**src/smkrs_pkg.sv**
```systemverilog
// Shared constants and types of the stable multi-key record sort.
`timescale 1ns / 1ps
`default_nettype none
package smkrs_pkg;

	localparam int DEPTH   = 64;
	localparam int IDX_W   = $clog2(DEPTH);
	localparam int CNT_W   = $clog2(DEPTH + 1);

	localparam int SIZE_W  = 63;
	localparam int NLEN_W  = 12;
	localparam int TIME_W  = 32;
	localparam int ID_W    = 31;
	localparam int KEY_W   = SIZE_W + NLEN_W + 3 * TIME_W;
	localparam int IN_W    = 208;
	localparam int OUT_W   = 32;

	typedef logic [KEY_W-1:0] key_t;
	typedef logic [ID_W-1:0]  id_t;
	typedef logic [IDX_W-1:0] idx_t;
	typedef logic [CNT_W-1:0] cnt_t;

	typedef enum logic [6:0] {
		ST_LOAD   = 7'b0000001,
		ST_RDI    = 7'b0000010,
		ST_KEYI   = 7'b0000100,
		ST_SWEEP  = 7'b0001000,
		ST_PUT    = 7'b0010000,
		ST_OUT_RD = 7'b0100000,
		ST_OUT_ID = 7'b1000000
	} state_t;

endpackage
`default_nettype wire

```
**src/smkrs_key_cmp.sv**
```systemverilog
// Shared compare unit: record a precedes record b in stable key order.
`timescale 1ns / 1ps
`default_nettype none
module smkrs_key_cmp (
	input  wire smkrs_pkg::key_t key_a,
	input  wire smkrs_pkg::idx_t idx_a,
	input  wire smkrs_pkg::key_t key_b,
	input  wire smkrs_pkg::idx_t idx_b,
	output logic                 precedes
);
	import smkrs_pkg::*;

	always_comb begin
		precedes = (key_a < key_b) || ((key_a == key_b) && (idx_a < idx_b));
	end

endmodule
`default_nettype wire

```
**config.mk**
```make
export PLATFORM = sky130hd
export DESIGN_NAME = smkrs_key_cmp
export DESIGN_NICKNAME = d
export VERILOG_FILES = /design/src/smkrs_pkg.sv /design/src/smkrs_key_cmp.sv
export SDC_FILE = /design/constraint.sdc
export NUM_CORES = 1
export LEC_CHECK = 0
export BUFFER_PORTS_ARGS = -buffer_cell sky130_fd_sc_hd__buf_2
export CAP_MARGIN = 25
export CORE_MARGIN = 10
export CORE_UTILIZATION = 25
export DETAILED_ROUTE_END_ITERATION = 10
export PLACE_DENSITY = 0.52
export REMOVE_ABC_BUFFERS = 1
export SLEW_MARGIN = 40
export SYNTH_ARGS = -nofsm -noshare
export SYNTH_HDL_FRONTEND = slang
export SYNTH_SLANG_ARGS = --single-unit
```
**constraint.sdc**
```tcl
create_clock -name vclk -period 5.3
set_input_delay 0.265 -clock vclk [all_inputs]
set_output_delay 0.265 -clock vclk [all_outputs]
set_load 0.05 [all_outputs]
```
==> flow_summary.toml, run 1 <==
[clock_tree]
cts_hold_buf = 0
post_cts_buffers = 0
cts_resized = 0

[sta]
worst_slew_pin_slew_ns = 0.753
period_needed_ns = 2.99
period_share = 0.564
slew_headroom = 0.493
finalHoldViolCount = 0
rsz0062_at_grt = "false"
slew_violations = 0
setup_violations = 0
fmax_mhz = 335
finalSetupTns_ns = 0

[power_and_ir_drop]
clkPwrFrac = 0
p_seq_frac = 0
leakagePower_nw = 4.30
p_comb_frac = 1.000
swShare = 0.486
p_int_w = 0.000233
p_sw_w = 0.000220
ir_worst_vdd_v = 0.0000341
p_total_w = 0.000452
cellPowerDensity_nw_per_um2 = 67.3

[routing]
routed_wl_um = 20100
ant_nets = 0
drt_pass1_iterations = 4
vias = 5523
drc = 0
vias_per_cell = 4.52
wl_per_cell_um = 16.4
drtIter0Drc = 117

[synthesis]
synth_cell_type_count = 48
synth.top_cells.by_area = "ha_1 47%, inv_1 14%, a21oi_1 6.1%"
ys_top_cells_by_count = "176 x ha_1, 176 x inv_1, 57 x a21oi_1"
synth_top_area_cell = "ha_1"
synth_top_area_frac = 0.474
ys_seq_area_frac = 0
synthCells = 636
yosysWarnings = 0
synth.cell_area_um2 = 4650
syn_area_per_cell_um2 = 7.31

[die]
die_x_um = 156
initial_core_util = 0.256
design.core.area_um2 = 18100
die-height_um = 156
ios = 355
rows = 49
die_area_um2 = 24400

[setup_path]
setup.worst_path.class = "input port to output pin"
worstPathRequired_ns = 5.04
critPathMaxFanout = 4
crit_arrival_ns = 2.72
worstSetupEndpointType = "output pin"
critPathLaunchType = "input port"
crit_path_start = "key_b[134]"

[global_routing]
grt_pass1_wl_um = 30800
grt_max_degree = 6
grt_pass1_vias = 6008
gr-total-overflow = 0
grt_usage = 0.154
antenna_found_initial = 5

[finish]
drive_gt1_frac = 0.379
seq_cell_count = 0
fin_area_um2 = 6720
fill_cells = 2004
post-route-util = 0.370
nets = 1523
areaGrowthSynthToFinish_pct = 44.5
clock_buffers = 0
regArea_um2 = 0

[worst_hold_path]
hp-class = "input port to output pin"
min-delay-start = "key_a[170]"
holdPathStages = 8

[placed_design]
place_area_um2 = 6710
numPortBuffers = 355
place_congestion = 0.862
dp_hpwl_um = 19600

[run_status]
status = "finished clean"

[flow_run]
drv_cap = 0
-- critical path, stage by stage --
cell and delay (ns):
buf_2 0.07, inv_1 0.03, ha_1 0.30, nand4_1 0.19, nor4_1 0.59, nand2_2 0.16
nor4_1 0.50, o41ai_2 0.20, nand3_1 0.12, o21ai_1 0.07, buf_2 0.22
-- power by group through the flow --
stage	registers (W)	logic, W	clock network [W]
global route	0	0.000528	0.0000000000505
global placement	0	0.000455	0
CTS	0	0.000461	0
floorplan	0	0.000249	0
detailed placement	0	0.000457	0
finish	0	0.000452	0.0000000000757
-- stage by stage --
step / setup WS [ns] / hold WS [ns] / cells
3_5_place_dp: 2.11 / 1.27 / 1220
2_1_floorplan: 2.63 / 1.14 / 636
4_1_cts: 2.11 / 1.28 / 1220
6_report: 2.31 / 1.26 / 1223
3_3_place_gp: 2.12 / 1.27 / 1220
5_1_grt: 1.89 / 1.32 / 1222
-- final timing paths --
path,end
hold / removal,precedes
setup / recovery,precedes
-- routing by layer --
metal	vias up	part of all wire	track usage
met4	4	0.0046	0.00719
met3	10	0.10	0.0510
met5	-	0.00099	0
li1	2986	-	-
met1	2300	0.39	0.168
met2	223	0.51	0.296
-- area by class of cell --
cell class	instances	area, um^2	share of cell area
inverters	176	661	0.0983
well taps	229	287	0.0426
diodes	3	7.51	0.00112
multi-input cells	460	3990	0.593
repair buffers	355	1780	0.264
-- logic make-up (layout without fill, tap and decap cells) --
family                   Yosys count  count (layout)  share of synthesized area
AO/OA/AOI/OAI                    145             145                      0.207
adder cells (fa/ha/maj)          176             176                      0.474
buffers and inverters            176             531                      0.142
AND/OR/NAND/NOR                  139             139                      0.177
other                              0               3                          0
-- cell usage in the layout (no fill, tap or decap), types with 4 or more instances in the layout --
cell and n:
inv_1 176, a21o_1 22, nor4_1 6, ha_1 176, a221oi_1 5, buf_2 355
o21ai_0 15, nor2_1 14, nand2_1 30, a21oi_1 57, nand3_1 19, a2111oi_0 5
nand4_1 40, o211ai_1 4, a211oi_1 7, nor3_1 8, o21ai_1 5, o21a_1 4
No activity file was read; power rests on OpenSTA's default activity.
==> inputs of run 2 (changes only) <==
--- a/config.mk
+++ b/config.mk
@@ -5,12 +5,13 @@
 export SDC_FILE = /design/constraint.sdc
 export NUM_CORES = 1
 export LEC_CHECK = 0
+export ABC_AREA = 1
 export BUFFER_PORTS_ARGS = -buffer_cell sky130_fd_sc_hd__buf_2
 export CAP_MARGIN = 25
 export CORE_MARGIN = 10
 export CORE_UTILIZATION = 25
 export DETAILED_ROUTE_END_ITERATION = 10
-export PLACE_DENSITY = 0.52
+export PLACE_DENSITY = 0.51
 export REMOVE_ABC_BUFFERS = 1
 export SLEW_MARGIN = 40
 export SYNTH_ARGS = -nofsm -noshare
==> constraint.sdc (replaced) <==
create_clock -name vclk -period 2.9
set_input_delay 0.145 -clock vclk [all_inputs]
set_output_delay 0.145 -clock vclk [all_outputs]
set_load 0.05 [all_outputs]
==> run 2 against run 1 <==
Global-route usage shrank 0.63 points. Clock-buffer cell count unchanged. Wire length down 0.42%. Largest cell class unchanged. Largest power group unchanged.
==> flow_summary.toml, run 2 <==
[synthesis]
yosysMostFrequentCell = "inv_1"
synth_top_area_cell = "ha_1"
ys_seq_area_frac = 0
synth_cell_type_count = 25
synth.top_cells.by_area = "ha_1 45%, inv_1 16%, nand2_1 14%"
syn_area_per_cell_um2 = 6.07
synthCells = 804
synth_top_area_frac = 0.451
synth.cell_area_um2 = 4880
ys_top_cells_by_count = "206 x inv_1, 182 x nand2_1, 176 x ha_1"
yosysWarnings = 0

[setup_path]
critPathLaunchType = "input port"
cp_slowest_stage_delay_ns = 0.33
worstSetupEndpointType = "output pin"
setup.worst_path.class = "input port to output pin"
worstPathRequired_ns = 2.76
crit_path_top_delay_cell = "nor3_1"
cp_cell_sequence = "buf_2, ha_1, nand4_1, nor3_1, nand2_2, nor2_1, nand2_1, nor2_1, nand2_1, nand3_1, nand2_1, buf_2"
worst_path_most_repeated_cell = "nand2_1"
critPathMaxFanout = 3
crit_arrival_ns = 1.99

[sta]
worst_slew_pin_slew_ns = 0.373
setup_violations = 0
rsz0062_at_grt = "false"
period_share = 0.736
slew_headroom = 0.751
fmax_mhz = 469
setup_slack_ns = 0.767
finalHoldViolCount = 0
period_needed_ns = 2.13
finalSetupTns_ns = 0
slew_violations = 0

[routing]
routed_wl_um = 20000
vias = 5811
vias_per_cell = 4.07
wl_per_cell_um = 14.0
drc = 0
drtIter0Drc = 214
drt_pass1_iterations = 4
ant_nets = 0

[die]
design.core.area_um2 = 19300
rows = 51
initial_core_util = 0.252
die_x_um = 160
ios = 355
die_area_um2 = 25500
die-height_um = 160

[clock_tree]
post_cts_buffers = 0
cts_hold_buf = 0
cts_resized = 0

[finish]
final_cells = 1427
drive_gt1_frac = 0.329
regArea_um2 = 0
most-common-layout-cells = "355 x buf_2, 206 x inv_1, 182 x nand2_1"
fin_area_um2 = 7000
layout_commonest_cell = "buf_2"
clock_buffers = 0
seq_cell_count = 0
post-route-util = 0.362
nets = 1691
fill_cells = 2194
multiInputGateArea_um2 = 4050
areaGrowthSynthToFinish_pct = 43.4

[global_routing]
grt_max_degree = 4
antenna_found_initial = 6
grt_pass1_vias = 6106
grt_usage = 0.148
gr-total-overflow = 0
grt_pass1_wl_um = 31400

[placed_design]
place_ws_ns = 0.763
place_congestion = 0.844
place_area_um2 = 6990
dp_hpwl_um = 19500
numPortBuffers = 355
dp_cells = 1424

[worst_hold_path]
min_to = "precedes"
min-delay-start = "idx_a[5]"
holdPathStages = 6
hp-class = "input port to output pin"

[flow_run]
drv_cap = 0

[power_and_ir_drop]
cellPowerDensity_nw_per_um2 = 120
ir_worst_vdd_v = 0.0000410
leakagePower_nw = 4.70

[run_status]
status = "finished clean"
-- run 2: metrics by stage --
stage | total power, W | hold slack [ns]
final | 0.000842 | 0.881
after global routing | 0.00100 | 0.934
after CTS | 0.000860 | 0.908
after detailed placement | 0.000853 | 0.906
after global placement | 0.000849 | 0.899
after floorplan | 0.000477 | 0.774
-- run 2: worst max path at each step --
stage,start,to,depth (start not counted)
2_1_floorplan,key_b[162],precedes,10
3_3_place_gp,key_b[22],precedes,14
3_5_place_dp,key_b[130],precedes,14
4_1_cts,key_b[130],precedes,14
5_1_grt,key_b[130],precedes,15
6_report,key_a[120],precedes,12
-- run 2: cells by family (layout without fill, tap and decap cells) --
kind of cell,after synthesis,count (layout),synth area share
buf+inv,222,577,0.171
compound gates,110,110,0.121
fa+ha+maj,176,176,0.451
other cells,0,3,0
simple gates,296,296,0.257
-- run 2: area by class of cell --
class | instances | area share
Inverter | 222 | 0.119
Timing Repair Buffer | 355 | 0.254
Antenna cell | 3 | 0.00107
Tap cell | 265 | 0.0474
Multi-Input combinational cell | 582 | 0.578
-- run 2: critical path: cells and delay by family --
family	cells	cell delay [ns]
fa+ha+maj	1	0.31
buf+inv	2	0.32
simple gates	9	1.22
-- run 2: where the power goes --
group | switching (W) | total [W] | internal, W
combinational | 0.000423 | 0.000842 | 0.000419
sequential | 0 | 0 | 0
clock | 0 | 0.000000000139 | 0.000000000139
total | 0.000423 | 0.000842 | 0.000419
-- run 2: per-layer routing --
metal  global-route usage  wire, um  vias up
li1                     -         -     3263
met5                    0        46        -
met2                0.270      9760      200
met3               0.0429      1680        6
met4              0.00295         2        6
met1                0.176      8530     2336
==> inputs of run 3 (changes only) <==
--- a/config.mk
+++ b/config.mk
@@ -5,13 +5,13 @@
 export SDC_FILE = /design/constraint.sdc
 export NUM_CORES = 1
 export LEC_CHECK = 0
-export ABC_AREA = 1
+export ABC_AREA = 0
 export BUFFER_PORTS_ARGS = -buffer_cell sky130_fd_sc_hd__buf_2
 export CAP_MARGIN = 25
 export CORE_MARGIN = 10
 export CORE_UTILIZATION = 25
 export DETAILED_ROUTE_END_ITERATION = 10
-export PLACE_DENSITY = 0.51
+export PLACE_DENSITY = 0.52
 export REMOVE_ABC_BUFFERS = 1
 export SLEW_MARGIN = 40
 export SYNTH_ARGS = -nofsm -noshare
==> constraint.sdc (replaced) <==
create_clock -name vclk -period 2.2
set_input_delay 0.11 -clock vclk [all_inputs]
set_output_delay 0.11 -clock vclk [all_outputs]
set_load 0.05 [all_outputs]
==> run 3 against run 2 <==
The flow now finishes with violations (negative setup slack). Die area is 4.2% lower. Cell area is 11% higher. Global-route usage is 0.98 points higher. Total power is 59% higher. Utilization is 6.5 points higher. Cell count is 10% lower. Hold slack better by 0.018 ns. Combinational power is 59% higher. Sequential share of layout area stayed put. Non-clock buffer count is 59 higher. Critical path depth is 1 lower. Wire length is 5.8% higher.
==> flow_summary.toml, run 3 (synthesis gave the netlist of run 1 again) <==
[run_status]
status = "finished with violations"
violations = "negative setup slack"

[sta]
fmax_mhz = 447
period_share = 1.02
hold_slack_ns = 0.899
setup_slack_ns = -0.0349
slew_headroom = 0.626
worst_slew_pin_slew_ns = 0.558
slew_violations = 0
rsz0062_at_grt = "true"
setup_violations = 1
period_needed_ns = 2.23
finalHoldViolCount = 0

[global_routing]
grt_pass1_wl_um = 31600
gr-total-overflow = 0
grt_usage = 0.158
grt_pass1_vias = 6244
grt_max_degree = 5
antenna_found_initial = 6

[routing]
drt_pass1_iterations = 4
drtIter0Drc = 127
wl_per_cell_um = 16.5
vias_per_cell = 4.59
ant_nets = 0
routed_wl_um = 21200
vias = 5878
drc = 0

[setup_path]
worstSetupEndpointType = "output pin"
setup.worst_path.class = "input port to output pin"
critPathLaunchType = "input port"
critPathMaxFanout = 2
crit_arrival_ns = 2.12
worstPathRequired_ns = 2.09

[finish]
clock_buffers = 0
drive_gt1_frac = 0.470
layout_commonest_cell = "buf_2"
most-common-layout-cells = "340 x buf_2, 161 x inv_1, 150 x ha_1"
seq_cell_count = 0
areaGrowthSynthToFinish_pct = 66.6
regArea_um2 = 0
nets = 1582
post-route-util = 0.427

[die]
rows = 49
ios = 355
die_area_um2 = 24400
die_x_um = 156
initial_core_util = 0.256
die-height_um = 156
design.core.area_um2 = 18100

[power_and_ir_drop]
leakagePower_nw = 4.64
ir_worst_vdd_v = 0.0000736
cellPowerDensity_nw_per_um2 = 172

[flow_run]
drv_cap = 0

[worst_hold_path]
hp-class = "input port to output pin"

[placed_design]
dp_hpwl_um = 19800
numPortBuffers = 355
place_congestion = 0.866
==> run 3: repair_timing <==
| action | CTS | global route |
|---|---|---|
| hold endpoints to repair | 0 | 0 |
| endpoints found under the setup margin | 1 | 1 |
| buffers inserted | 4 | 4 |
| gates cloned | 0 | 0 |
| hold buffers | 0 | 0 |
| gates resized for setup | 32 | 57 |
| pin swaps | 15 | 42 |
==> run 3: area by class of cell <==
| cell class | instances | area (um^2) |
|---|---|---|
| fillers | 1910 | 10400 |
| multi-input cells | 460 | 4450 |
| repair buffers | 414 | 2330 |
| inverters | 176 | 668 |
| well taps | 229 | 287 |
| diodes | 2 | 5.00 |
==> run 3: through the flow <==
stage	area, um^2	instances	total power, W	TNS, ns	worst slack (ns)
detailed placement	7120	1272	0.00121	-0.270	-0.270
CTS	7340	1275	0.00127	-0.151	-0.151
finish	7740	1281	0.00134	-0.0349	-0.0349
global placement	7120	1272	0.00120	-0.279	-0.279
global route	7740	1280	0.00153	-0.119	-0.119
floorplan	4650	636	0.000600	-0.156	-0.156
==> run 3: power by group <==
group	switching, W	internal, W
Combinational	0.000609	0.000726
Clock	0	0.000000000122
Sequential	0	0
==> run 3: critical path, cell delays in order <==
cell      delay [ns]
buf_2           0.12
ha_4            0.26
nand4_1         0.10
or4_4           0.56
nand2b_4        0.18
nor4_4          0.24
buf_4           0.17
o31ai_4         0.07
nand3_2         0.08
o21ai_2         0.08
buf_12          0.16
==> run 3: path summary, 6_finish.rpt <==
kind / startpoint / endpoint / depth (start not counted)
min: key_a[74] / precedes / 7
max: key_a[61] / precedes / 11
==> run 3: metal layers <==
layer  track usage  part of all wire
met1         0.165              0.39
met2         0.305              0.51
met3        0.0600             0.099
met4       0.00809            0.0057
met5             0            0.0018
